**config.mk**
```make
export PLATFORM = sky130hd
export DESIGN_NAME = wav_header_parser_unit_flat
export DESIGN_NICKNAME = d
export VERILOG_FILES = /design/src/design/wavhp_pkg.sv /design/src/design/wavhp_in_if.sv /design/src/design/wavhp_out_if.sv /design/src/design/wav_header_parser_unit.sv /design/src/flat_wrapper.sv
export VERILOG_INCLUDE_DIRS = /design/src /design/src/design
export SDC_FILE = /design/constraint.sdc
export NUM_CORES = 1
export LEC_CHECK = 0
export ABC_AREA = 1
export BUFFER_PORTS_ARGS = -buffer_cell sky130_fd_sc_hd__buf_2
export CAP_MARGIN = 20
export CORE_ASPECT_RATIO = 1.75
export CORE_UTILIZATION = 40
export CTS_BUF_LIST = sky130_fd_sc_hd__clkbuf_4 sky130_fd_sc_hd__clkbuf_8 sky130_fd_sc_hd__clkbuf_16
export DETAILED_ROUTE_END_ITERATION = 10
export PLACE_DENSITY_LB_ADDON = 0.12
export SLEW_MARGIN = 10
export SYNTH_ARGS = -nofsm -noshare
export SYNTH_HDL_FRONTEND = slang
export SYNTH_SLANG_ARGS = --single-unit
```
**constraint.sdc**
```tcl
create_clock -name clk -period 6.4 [get_ports clk]
set_input_delay 0.32 -clock clk [delete_from_list [all_inputs] [get_ports clk]]
set_output_delay 0.32 -clock clk [all_outputs]
set_load 0.02 [all_outputs]
```
**src/design/assert_macros.svh**
```systemverilog
// assertion macros shared by the wav header parser rtl
// expects signals named clk and rst_n in the including module
`ifndef ASSERT_MACROS_SVH
`define ASSERT_MACROS_SVH

// checked on every rising edge outside reset
`define ASSERT_CLK(label, prop, msg) \
    label: assert property (@(posedge clk) disable iff (!rst_n) (prop)) else $error(msg);

// checked on every rising edge, reset included
`define ASSERT_ALWAYS(label, prop, msg) \
    label: assert property (@(posedge clk) (prop)) else $error(msg);

`endif

```
**src/design/wavhp_pkg.sv**
```systemverilog
// types and constants for the wav header parser
// no dependencies

package wavhp_pkg;

    localparam logic [31:0] TAG_RIFF = 32'h4646_4952;
    localparam logic [31:0] TAG_WAVE = 32'h4556_4157;
    localparam logic [31:0] TAG_FMT  = 32'h2074_6d66;
    localparam logic [31:0] TAG_DATA = 32'h6174_6164;

    localparam logic [31:0] FMT_MIN_LENGTH = 32'd16;
    localparam logic [7:0]  FMT_MAX_RESET  = 8'd128;
    localparam logic [15:0] FORMAT_PCM     = 16'd1;
    localparam logic [15:0] BITS_EIGHT     = 16'd8;

    typedef enum logic [2:0] {
        PH_RIFF,
        PH_RLEN,
        PH_WAVE,
        PH_HDR_FMT,
        PH_SKIP_FMT,
        PH_FMT,
        PH_HDR_DATA,
        PH_SKIP_DATA
    } phase_t;

    typedef enum logic [2:0] {
        ST_OK,
        ST_NOT_RIFF,
        ST_BAD_FMT_LEN,
        ST_NOT_PCM,
        ST_EARLY_END,
        ST_BAD_CHUNK_LEN
    } status_t;

endpackage

```
**src/design/wavhp_in_if.sv**
```systemverilog
// input byte channel of the wav header parser
// no dependencies

interface wavhp_in_if;
    logic       valid;
    logic       ready;
    logic [7:0] data_byte;
    logic       first_byte;
    logic       stream_end;

    modport source (output valid, output data_byte, output first_byte, output stream_end,
                    input ready);
    modport sink (input valid, input data_byte, input first_byte, input stream_end,
                  output ready);
endinterface

```
**src/design/wavhp_out_if.sv**
```systemverilog
// result channel of the wav header parser
// no dependencies

interface wavhp_out_if;
    logic        valid;
    logic        ready;
    logic [2:0]  status;
    logic [31:0] riff_length;
    logic [15:0] channel_count;
    logic [31:0] sample_rate;
    logic [31:0] byte_rate;
    logic [15:0] block_align;
    logic [15:0] bits_per_sample;
    logic [30:0] sample_count;

    modport source (output valid, output status, output riff_length, output channel_count,
                    output sample_rate, output byte_rate, output block_align,
                    output bits_per_sample, output sample_count, input ready);
    modport sink (input valid, input status, input riff_length, input channel_count,
                  input sample_rate, input byte_rate, input block_align,
                  input bits_per_sample, input sample_count, output ready);
endinterface

```
**src/design/wav_header_parser_unit.sv**
```systemverilog
// wav header parser top level: byte-wide riff/wave parse, at most one result per file
// depends on wavhp_pkg, wavhp_in_if, wavhp_out_if, assert_macros.svh
//
// channel   dir  width  content
// in_ch     in   10     data_byte, first_byte, stream_end
// out_ch    out  178    status and captured header fields, sample_count
// cfg       in   8      fmt_max_length, write only
//
// one beat per cycle while in_ch is ready; the parse state updates on the same edge that takes the beat
// a result is registered and shows in the cycle after the beat that ends the header
// in_ch stalls only while a result is held and out_ch is not ready
// reset puts the parser at the riff tag and fmt_max_length at 128

`include "assert_macros.svh"

module wav_header_parser_unit (
    input  logic                clk,
    input  logic                rst_n,
    input  logic                cfg_wr_en,
    input  logic [7:0]          cfg_wr_data,
    wavhp_in_if.sink            in_ch,
    wavhp_out_if.source         out_ch
);
    import wavhp_pkg::*;

    typedef struct packed {
        phase_t      phase;
        logic [7:0]  pos;
        logic [31:0] skip;
        logic [31:0] word;
        logic [31:0] tag;
        logic [31:0] riff;
        logic [15:0] fmt_tag;
        logic [15:0] chans;
        logic [31:0] rate;
        logic [31:0] brate;
        logic [15:0] align;
        logic [15:0] bits;
        logic        finished;
    } parse_state_t;

    parse_state_t st_reg;
    parse_state_t st_next;
    parse_state_t cur;
    logic [7:0]   fmt_max_reg;

    logic         emit;
    status_t      emit_status;
    logic [30:0]  emit_count;
    logic         in_acc;

    logic         out_valid_reg;
    logic [2:0]   status_reg;
    logic [31:0]  riff_reg;
    logic [15:0]  chans_reg;
    logic [31:0]  rate_reg;
    logic [31:0]  brate_reg;
    logic [15:0]  align_reg;
    logic [15:0]  bits_reg;
    logic [30:0]  count_reg;

    assign in_ch.ready = !out_valid_reg || out_ch.ready;
    assign in_acc      = in_ch.valid && in_ch.ready;

    always_comb
    begin
        logic [31:0] word_shift;
        logic [7:0]  pos_inc;
        logic [31:0] skip_dec;
        logic [7:0]  b;

        cur = st_reg;
        if (in_ch.first_byte)
        begin
            cur = '0;
            cur.phase = PH_RIFF;
        end
        st_next     = cur;
        emit        = 1'b0;
        emit_status = ST_OK;
        emit_count  = '0;
        b           = in_ch.data_byte;
        word_shift  = {b, cur.word[31:8]};
        pos_inc     = cur.pos + 8'd1;
        skip_dec    = cur.skip - 32'd1;

        if (in_ch.stream_end)
        begin
            if (!cur.finished)
            begin
                emit        = 1'b1;
                emit_status = ST_EARLY_END;
            end
        end
        else if (!cur.finished)
        begin
            case (cur.phase)
                PH_RIFF, PH_RLEN, PH_WAVE:
                begin
                    st_next.word = word_shift;
                    st_next.pos  = pos_inc;
                    if (pos_inc >= 8'd4)
                    begin
                        st_next.pos = '0;
                        if (cur.phase == PH_RIFF)
                        begin
                            if (word_shift != TAG_RIFF)
                            begin
                                emit        = 1'b1;
                                emit_status = ST_NOT_RIFF;
                            end
                            else
                            begin
                                st_next.phase = PH_RLEN;
                            end
                        end
                        else if (cur.phase == PH_RLEN)
                        begin
                            st_next.riff  = word_shift;
                            st_next.phase = PH_WAVE;
                        end
                        else if (word_shift != TAG_WAVE)
                        begin
                            emit        = 1'b1;
                            emit_status = ST_NOT_RIFF;
                        end
                        else
                        begin
                            st_next.phase = PH_HDR_FMT;
                        end
                    end
                end
                PH_HDR_FMT, PH_HDR_DATA:
                begin
                    st_next.word = word_shift;
                    st_next.pos  = pos_inc;
                    if (pos_inc == 8'd4)
                    begin
                        st_next.tag = word_shift;
                    end
                    if (pos_inc >= 8'd8)
                    begin
                        st_next.pos = '0;
                        if (word_shift[31])
                        begin
                            emit        = 1'b1;
                            emit_status = ST_BAD_CHUNK_LEN;
                        end
                        else if (cur.phase == PH_HDR_FMT && st_next.tag == TAG_FMT)
                        begin
                            if (word_shift < FMT_MIN_LENGTH
                                || word_shift > {24'd0, fmt_max_reg})
                            begin
                                emit        = 1'b1;
                                emit_status = ST_BAD_FMT_LEN;
                            end
                            else
                            begin
                                st_next.skip  = word_shift;
                                st_next.phase = PH_FMT;
                            end
                        end
                        else if (cur.phase == PH_HDR_DATA && st_next.tag == TAG_DATA)
                        begin
                            emit        = 1'b1;
                            emit_status = ST_OK;
                            emit_count  = (cur.bits == BITS_EIGHT) ? word_shift[30:0]
                                                                   : {1'b0, word_shift[30:1]};
                        end
                        else if (word_shift != '0)
                        begin
                            st_next.skip  = word_shift;
                            st_next.phase = (cur.phase == PH_HDR_FMT) ? PH_SKIP_FMT
                                                                      : PH_SKIP_DATA;
                        end
                    end
                end
                PH_SKIP_FMT, PH_SKIP_DATA:
                begin
                    st_next.skip = skip_dec;
                    if (skip_dec == '0)
                    begin
                        st_next.phase = (cur.phase == PH_SKIP_FMT) ? PH_HDR_FMT
                                                                   : PH_HDR_DATA;
                    end
                end
                PH_FMT:
                begin
                    // little-endian field capture by byte offset
                    if (cur.pos < 8'd2)
                        st_next.fmt_tag = cur.fmt_tag | (16'(b) << {cur.pos[0], 3'b000});
                    else if (cur.pos < 8'd4)
                        st_next.chans = cur.chans | (16'(b) << {cur.pos[0], 3'b000});
                    else if (cur.pos < 8'd8)
                        st_next.rate = cur.rate | (32'(b) << {cur.pos[1:0], 3'b000});
                    else if (cur.pos < 8'd12)
                        st_next.brate = cur.brate | (32'(b) << {cur.pos[1:0], 3'b000});
                    else if (cur.pos < 8'd14)
                        st_next.align = cur.align | (16'(b) << {cur.pos[0], 3'b000});
                    else if (cur.pos < 8'd16)
                        st_next.bits = cur.bits | (16'(b) << {cur.pos[0], 3'b000});
                    st_next.pos  = pos_inc;
                    st_next.skip = skip_dec;
                    if (skip_dec == '0)
                    begin
                        st_next.pos = '0;
                        if (st_next.fmt_tag != FORMAT_PCM)
                        begin
                            emit        = 1'b1;
                            emit_status = ST_NOT_PCM;
                        end
                        else
                        begin
                            st_next.phase = PH_HDR_DATA;
                        end
                    end
                end
                default:
                begin
                    st_next.phase = PH_RIFF;
                end
            endcase
        end

        if (emit)
        begin
            st_next.finished = 1'b1;
        end
    end

    always_ff @(posedge clk or negedge rst_n)
    begin
        if (!rst_n)
        begin
            st_reg <= '{phase: PH_RIFF, default: '0};
        end
        else if (in_acc)
        begin
            st_reg <= st_next;
        end
    end

    always_ff @(posedge clk or negedge rst_n)
    begin
        if (!rst_n)
        begin
            fmt_max_reg <= FMT_MAX_RESET;
        end
        else if (cfg_wr_en)
        begin
            fmt_max_reg <= cfg_wr_data;
        end
    end

    always_ff @(posedge clk or negedge rst_n)
    begin
        if (!rst_n)
        begin
            out_valid_reg <= 1'b0;
        end
        else if (in_acc && emit)
        begin
            out_valid_reg <= 1'b1;
        end
        else if (out_ch.ready)
        begin
            out_valid_reg <= 1'b0;
        end
    end

    always_ff @(posedge clk)
    begin
        if (in_acc && emit)
        begin
            status_reg <= emit_status;
            riff_reg   <= st_next.riff;
            chans_reg  <= st_next.chans;
            rate_reg   <= st_next.rate;
            brate_reg  <= st_next.brate;
            align_reg  <= st_next.align;
            bits_reg   <= st_next.bits;
            count_reg  <= emit_count;
        end
    end

    assign out_ch.valid           = out_valid_reg;
    assign out_ch.status          = status_reg;
    assign out_ch.riff_length     = riff_reg;
    assign out_ch.channel_count   = chans_reg;
    assign out_ch.sample_rate     = rate_reg;
    assign out_ch.byte_rate       = brate_reg;
    assign out_ch.block_align     = align_reg;
    assign out_ch.bits_per_sample = bits_reg;
    assign out_ch.sample_count    = count_reg;

    `ASSERT_CLK(a_result_loaded, (in_acc && emit) |=> out_valid_reg,
        "result beat not registered")
    `ASSERT_CLK(a_quiet_when_done, (in_acc && st_reg.finished && !in_ch.first_byte) |-> !emit,
        "result after file already finished")
    `ASSERT_CLK(a_count_only_ok, (out_valid_reg && status_reg != ST_OK) |-> count_reg == '0,
        "nonzero sample count on error result")
    `ASSERT_CLK(a_skip_nonzero,
        (!st_reg.finished && (st_reg.phase == PH_FMT || st_reg.phase == PH_SKIP_FMT
            || st_reg.phase == PH_SKIP_DATA)) |-> st_reg.skip != '0,
        "byte countdown empty inside a chunk")
    `ASSERT_ALWAYS(a_ready_when_empty, !out_valid_reg |-> in_ch.ready,
        "input stalled with empty result register")

endmodule

```
**src/flat_wrapper.sv**
```systemverilog
// flat-port wrapper written by rule: the top's interface ports become plain ports
module wav_header_parser_unit_flat import wavhp_pkg::*;
  (clk, rst_n, cfg_wr_en, cfg_wr_data, in_ch_valid, in_ch_data_byte, in_ch_first_byte, in_ch_stream_end, in_ch_ready, out_ch_valid, out_ch_status, out_ch_riff_length, out_ch_channel_count, out_ch_sample_rate, out_ch_byte_rate, out_ch_block_align, out_ch_bits_per_sample, out_ch_sample_count, out_ch_ready);
  wavhp_in_if in_ch_i ();
  wavhp_out_if out_ch_i ();
  input  logic clk;
  input  logic rst_n;
  input  logic cfg_wr_en;
  input  logic [7:0] cfg_wr_data;
  input wire logic [$bits(in_ch_i.valid)-1:0] in_ch_valid;
  input wire logic [$bits(in_ch_i.data_byte)-1:0] in_ch_data_byte;
  input wire logic [$bits(in_ch_i.first_byte)-1:0] in_ch_first_byte;
  input wire logic [$bits(in_ch_i.stream_end)-1:0] in_ch_stream_end;
  output wire logic [$bits(in_ch_i.ready)-1:0] in_ch_ready;
  output wire logic [$bits(out_ch_i.valid)-1:0] out_ch_valid;
  output wire logic [$bits(out_ch_i.status)-1:0] out_ch_status;
  output wire logic [$bits(out_ch_i.riff_length)-1:0] out_ch_riff_length;
  output wire logic [$bits(out_ch_i.channel_count)-1:0] out_ch_channel_count;
  output wire logic [$bits(out_ch_i.sample_rate)-1:0] out_ch_sample_rate;
  output wire logic [$bits(out_ch_i.byte_rate)-1:0] out_ch_byte_rate;
  output wire logic [$bits(out_ch_i.block_align)-1:0] out_ch_block_align;
  output wire logic [$bits(out_ch_i.bits_per_sample)-1:0] out_ch_bits_per_sample;
  output wire logic [$bits(out_ch_i.sample_count)-1:0] out_ch_sample_count;
  input wire logic [$bits(out_ch_i.ready)-1:0] out_ch_ready;
  assign in_ch_i.valid = in_ch_valid;
  assign in_ch_i.data_byte = in_ch_data_byte;
  assign in_ch_i.first_byte = in_ch_first_byte;
  assign in_ch_i.stream_end = in_ch_stream_end;
  assign in_ch_ready = in_ch_i.ready;
  assign out_ch_valid = out_ch_i.valid;
  assign out_ch_status = out_ch_i.status;
  assign out_ch_riff_length = out_ch_i.riff_length;
  assign out_ch_channel_count = out_ch_i.channel_count;
  assign out_ch_sample_rate = out_ch_i.sample_rate;
  assign out_ch_byte_rate = out_ch_i.byte_rate;
  assign out_ch_block_align = out_ch_i.block_align;
  assign out_ch_bits_per_sample = out_ch_i.bits_per_sample;
  assign out_ch_sample_count = out_ch_i.sample_count;
  assign out_ch_i.ready = out_ch_ready;
  wav_header_parser_unit u_core (.clk(clk), .rst_n(rst_n), .cfg_wr_en(cfg_wr_en), .cfg_wr_data(cfg_wr_data), .in_ch(in_ch_i), .out_ch(out_ch_i));
endmodule
```
==> results <==
- The average routed wire per standard cell is 23.3 µm.
- The wire length reported by the detailed router is 98300 µm.
- Summed over all cells, the static leakage comes to 12.9 nW.
- The netlist area before placement is 24900 µm².
- The die covers 63200 µm².
- Adding up every negative setup slack in the final design gives 0 ns.
- Data arrives at the worst endpoint at 5.20 ns.
- The count of standard-cell rows is 120.
- The final clock period utilization by the worst path is 0.771.
- Ranked by instance count, the synthesized netlist is headed by 818 x sky130_fd_sc_hd__nand2_1, 375 x sky130_fd_sc_hd__inv_1, 323 x sky130_fd_sc_hd__nor2_1, 320 x sky130_fd_sc_hd__o21ai_0, 268 x sky130_fd_sc_hd__dfrtp_1.
- The filler-free cell count of the finished design is 4214.
- The share of total power dissipated in the clock network is 0.344.
- The clock input transition at the sequential cells of the worst setup and hold paths is 0.07 ns.
- Setup violations remaining at the end of the flow were counted as 0.
- The highest clock rate is 203 MHz.
- The area of the core is 61300 µm².
- The global-route total usage across every layer is 0.309.
- The post-CTS repair timing setup buffer count is 0.
- The worst setup path is launched from a flip-flop.
- The post-route clock skew is 0.0300 ns.
- The number of max-cap violations is 0.
- The prevailing post-synth register cell is sky130_fd_sc_hd__dfrtp_1.
- The via count of the first global-routing pass is 23300.
- The wire length of the first global-routing pass is 146000 µm.
- The largest individual stage delay along the critical path comes from the cell sky130_fd_sc_hd__clkinvlp_4.
- Of the total power, the share spent switching nets is 0.347.
- The share of cells above drive strength 1 is 0.124.
- The number of antenna violations at the first check in global routing is 3.
- The CTS sink count is 447.
- The number of instances in the synthesized netlist is 3236.
- The number of vias per cell after detailed routing is 5.66.
- The number of search-and-repair iterations in the first detailed-routing pass is 6.
- CTS built an H-tree with a depth of 2.
- The worst voltage drop across the vdd grid is 0.000212 V.
- By area the synthesized netlist is led by sky130_fd_sc_hd__dfrtp_1 27%, sky130_fd_sc_hd__edfxtp_1 22%, sky130_fd_sc_hd__nand2_1 12%, sky130_fd_sc_hd__o21ai_0 6.4%, sky130_fd_sc_hd__inv_1 5.7%.
- The hold violation count in the final report is 0.
- The largest fanout of any net on the critical path is 55.
- The biggest area contributor in the post-synthesis netlist is sky130_fd_sc_hd__dfrtp_1.
- The count of distinct cell types in the synthesized netlist is 51.
- The latest clock arrival within the worst-skew pair is 0.61 ns.
- Entering global routing, the biggest net connects 90 pins.
- The number of hold buffers added after CTS is 9.
- The time the worst path needs with I/O delays and setup is 4.94 ns.
- The final max-slew violation count was 0.
- In this run the tool buffered the top-level ports with 202 buffer cells.
- The number of flip-flops in the largest register is 260.
- TritonCTS built the clock tree.
- The signal on the critical path passes through inv_1 -> nor2_1 -> ha_1 -> nand4_2 -> o21ai_1 -> nand2_1 -> nor2_2 -> nand3_2 -> buf_4 -> nand2_1 -> inv_1 -> nor2_1 -> nand3_1 -> nor2_1 -> nand4_1 -> nand2_1 -> nand2_1 -> o211ai_1 -> nand2_1 -> clkinvlp_4 -> buf_12.
- The number of remaining DRC errors is 0.
- From bottom edge to top edge, the die measures 332 µm.
- The net count of the finished layout is 3418.
- The run finished with clean final reports.
- Counting flops and latches in the post-synthesis netlist gives 447.
- By instance count, the leading cell after synthesis is sky130_fd_sc_hd__nand2_1.
- The number of buffers created by CTS is 44.
- Of the synthesized area, sequential elements account for 0.486.
- The detail route stage leaves a number of antenna-violating nets equal to 0.
- The number of top-level pins is 203.
- For hold timing, the worst endpoint is u_core.fmt_max_reg[7]$_DFFE_PN1P_.
- Power spread over the standard cell area amounts to 288 nW/µm².
- The global placement routability congestion is 0.988.
- The count of flip-flops with a built-in enable after synthesis is 178.
- Post-CTS repair changed the size of 0 cells.
- The initial DRC count is 1923.
- For this run, the slowest stage of the critical path takes 0.45 ns.
- The worst register-to-register path begins at u_core.st_reg[258]$_DFFE_PN0P_.
- The proportion of register bits with asynchronous set or reset after synthesis is 0.602.
- Including well taps, the total number of placed cells is 4121.
- For the pin with the worst max-slew slack, the measured transition is 1.10 ns.
- The cell depth of the worst hold path is 3.
- Together, buffers and inverters on the worst path number 5.
- Headroom to the max-slew limit came out at 0.264.
- The cell family contributing the most delay on the critical path is simple AND/OR/NAND/NOR gates.
- The share of synthesized area in the top cell type comes to 0.270.
- The share of total power dissipated in combinational logic is 0.246.
- The buffer depth of the longest clock path is 3.
- The count of vias placed by the detailed router is 23800.
- The worst setup path is of the reg -> reg kind.
- The setup slack of the most critical reg-to-reg path is 1.46 ns.
- The internal power component is 0.00534 W.
- The element type at the critical path end is a flip-flop.
- The buffer cell driving the clock tree root is sky130_fd_sc_hd__clkbuf_16.
- The share of total power dissipated in sequential elements is 0.410.
- Measured along the x axis, the die boundary spans 190 µm.
- At the worst endpoint, the required time is 6.67 ns.
- The yosys synthesis warning count is 0.
- After global routing the overflow that remains totals 0.
- The worst hold path belongs to the class in -> reg.
- The average instance area after synthesis is 7.68 µm².
- Compared with the post-synthesis result, the final layout area differs by 14.1%.
- In this run the power spent charging and discharging nets is 0.00284 W.
- The number of cells on the worst reg-to-reg path is 21.
- The startpoint of the tightest hold check path is cfg_wr_en.
- Setup repair after global routing left no endpoint under its margin.
- The number of nets in the synthesized netlist is 3271.
- In this run the critical register-to-register path is captured at u_core.out_ch.block_align[7]$_DFFE_PP_.
- Once detailed placement completed, the half-perimeter wirelength came to 69400 µm.
- For this configuration, the core starts out at a cell density of 0.406.
- The cell repeated most along the worst path is sky130_fd_sc_hd__nand2_1.
==> cell families after synthesis <==
family / share of synthesized area
and+or+nand+nor: 0.240
adders and majority gates: 0.00604
buffers and inverters: 0.0929
xor gates and xnor gates: 0.0105
muxes: 0.000453
AOI/OAI and AO/OA: 0.165
DFF: 0.486
==> cell usage in the layout, fill, tap and decap left out, drive strengths merged, types with 25 or more instances in the layout <==
master and count:
edfxtp 178, nor2 340, o211ai 26, clkbuf 56, buf 279, nor3 28, a21oi 192, dfrtp 268
inv 391, nand2 828, nand4 93, xor2 28, o22ai 110, nand3 101, o21ai 346, clkinv 25
==> layout make-up <==
cell class,count,area [µm²]
Fill cell,6156,32900
Sequential cell,447,12100
Multi-Input combinational cell,2204,10500
Timing Repair Buffer,288,1750
Inverter,398,1500
Clock buffer,56,1210
Tap cell,793,992
Clock inverter,26,314
Antenna cell,2,5.00
==> power by group through the flow <==
stage,combinational [W],clock (W),sequential [W]
after floorplan,0.00111,0,0.00351
after global placement,0.00197,0,0.00340
after detailed placement,0.00198,0,0.00341
after CTS,0.00199,0.00287,0.00335
after global routing,0.00218,0.00296,0.00337
final,0.00201,0.00281,0.00335
==> per-layer routing <==
metal | part of all wire | vias up | track usage
met3 | 0.050 | 322 | 0.0419
met4 | 0.082 | 8 | 0.222
met1 | 0.37 | 11500 | 0.342
li1 | - | 11000 | -
met2 | 0.50 | 972 | 0.538
met5 | 0.00058 | - | 0
==> per-stage QoR <==
step / cell area [µm²] / utilization / hold WS [ns] / setup slack, ns / power [W]
2_1_floorplan: 24900 / - / 0.0244 / 0.115 / 0.00462
3_3_place_gp: 26700 / 0.436 / 0.378 / 1.36 / 0.00537
3_5_place_dp: 26700 / 0.437 / 0.356 / 1.30 / 0.00538
4_1_cts: 28400 / 0.463 / 0.0531 / 1.49 / 0.00821
5_1_grt: 28400 / 0.463 / 0.0941 / 1.04 / 0.00851
6_report: 28400 / 0.463 / 0.0785 / 1.46 / 0.00817
==> tightest hold or removal path: stages <==
cell,delay (ns)
sky130_fd_sc_hd__buf_2,0.17
sky130_fd_sc_hd__nand2_1,0.09
sky130_fd_sc_hd__o21ai_0,0.08
==> how the worst max path moves through the flow <==
| stage | startpoint | endpoint | slack (ns) | cells after the start |
|---|---|---|---|---|
| after detailed placement | in_ch_first_byte | u_core.out_ch.block_align[14]$_DFFE_PP_ | 1.30 | 23 |
| after CTS | u_core.st_reg[258]$_DFFE_PN0P_ | u_core.out_ch.block_align[7]$_DFFE_PP_ | 1.49 | 21 |
| after floorplan | in_ch_first_byte | u_core.out_ch.bits_per_sample[0]$_DFFE_PP_ | 0.12 | 22 |
| after global routing | u_core.st_reg[258]$_DFFE_PN0P_ | u_core.out_ch.bits_per_sample[6]$_DFFE_PP_ | 1.04 | 21 |
| after global placement | in_ch_first_byte | u_core.out_ch.block_align[7]$_DFFE_PP_ | 1.36 | 23 |
| final | u_core.st_reg[258]$_DFFE_PN0P_ | u_core.out_ch.block_align[7]$_DFFE_PP_ | 1.46 | 21 |
Note: power is estimated with default switching activity, not from simulation.
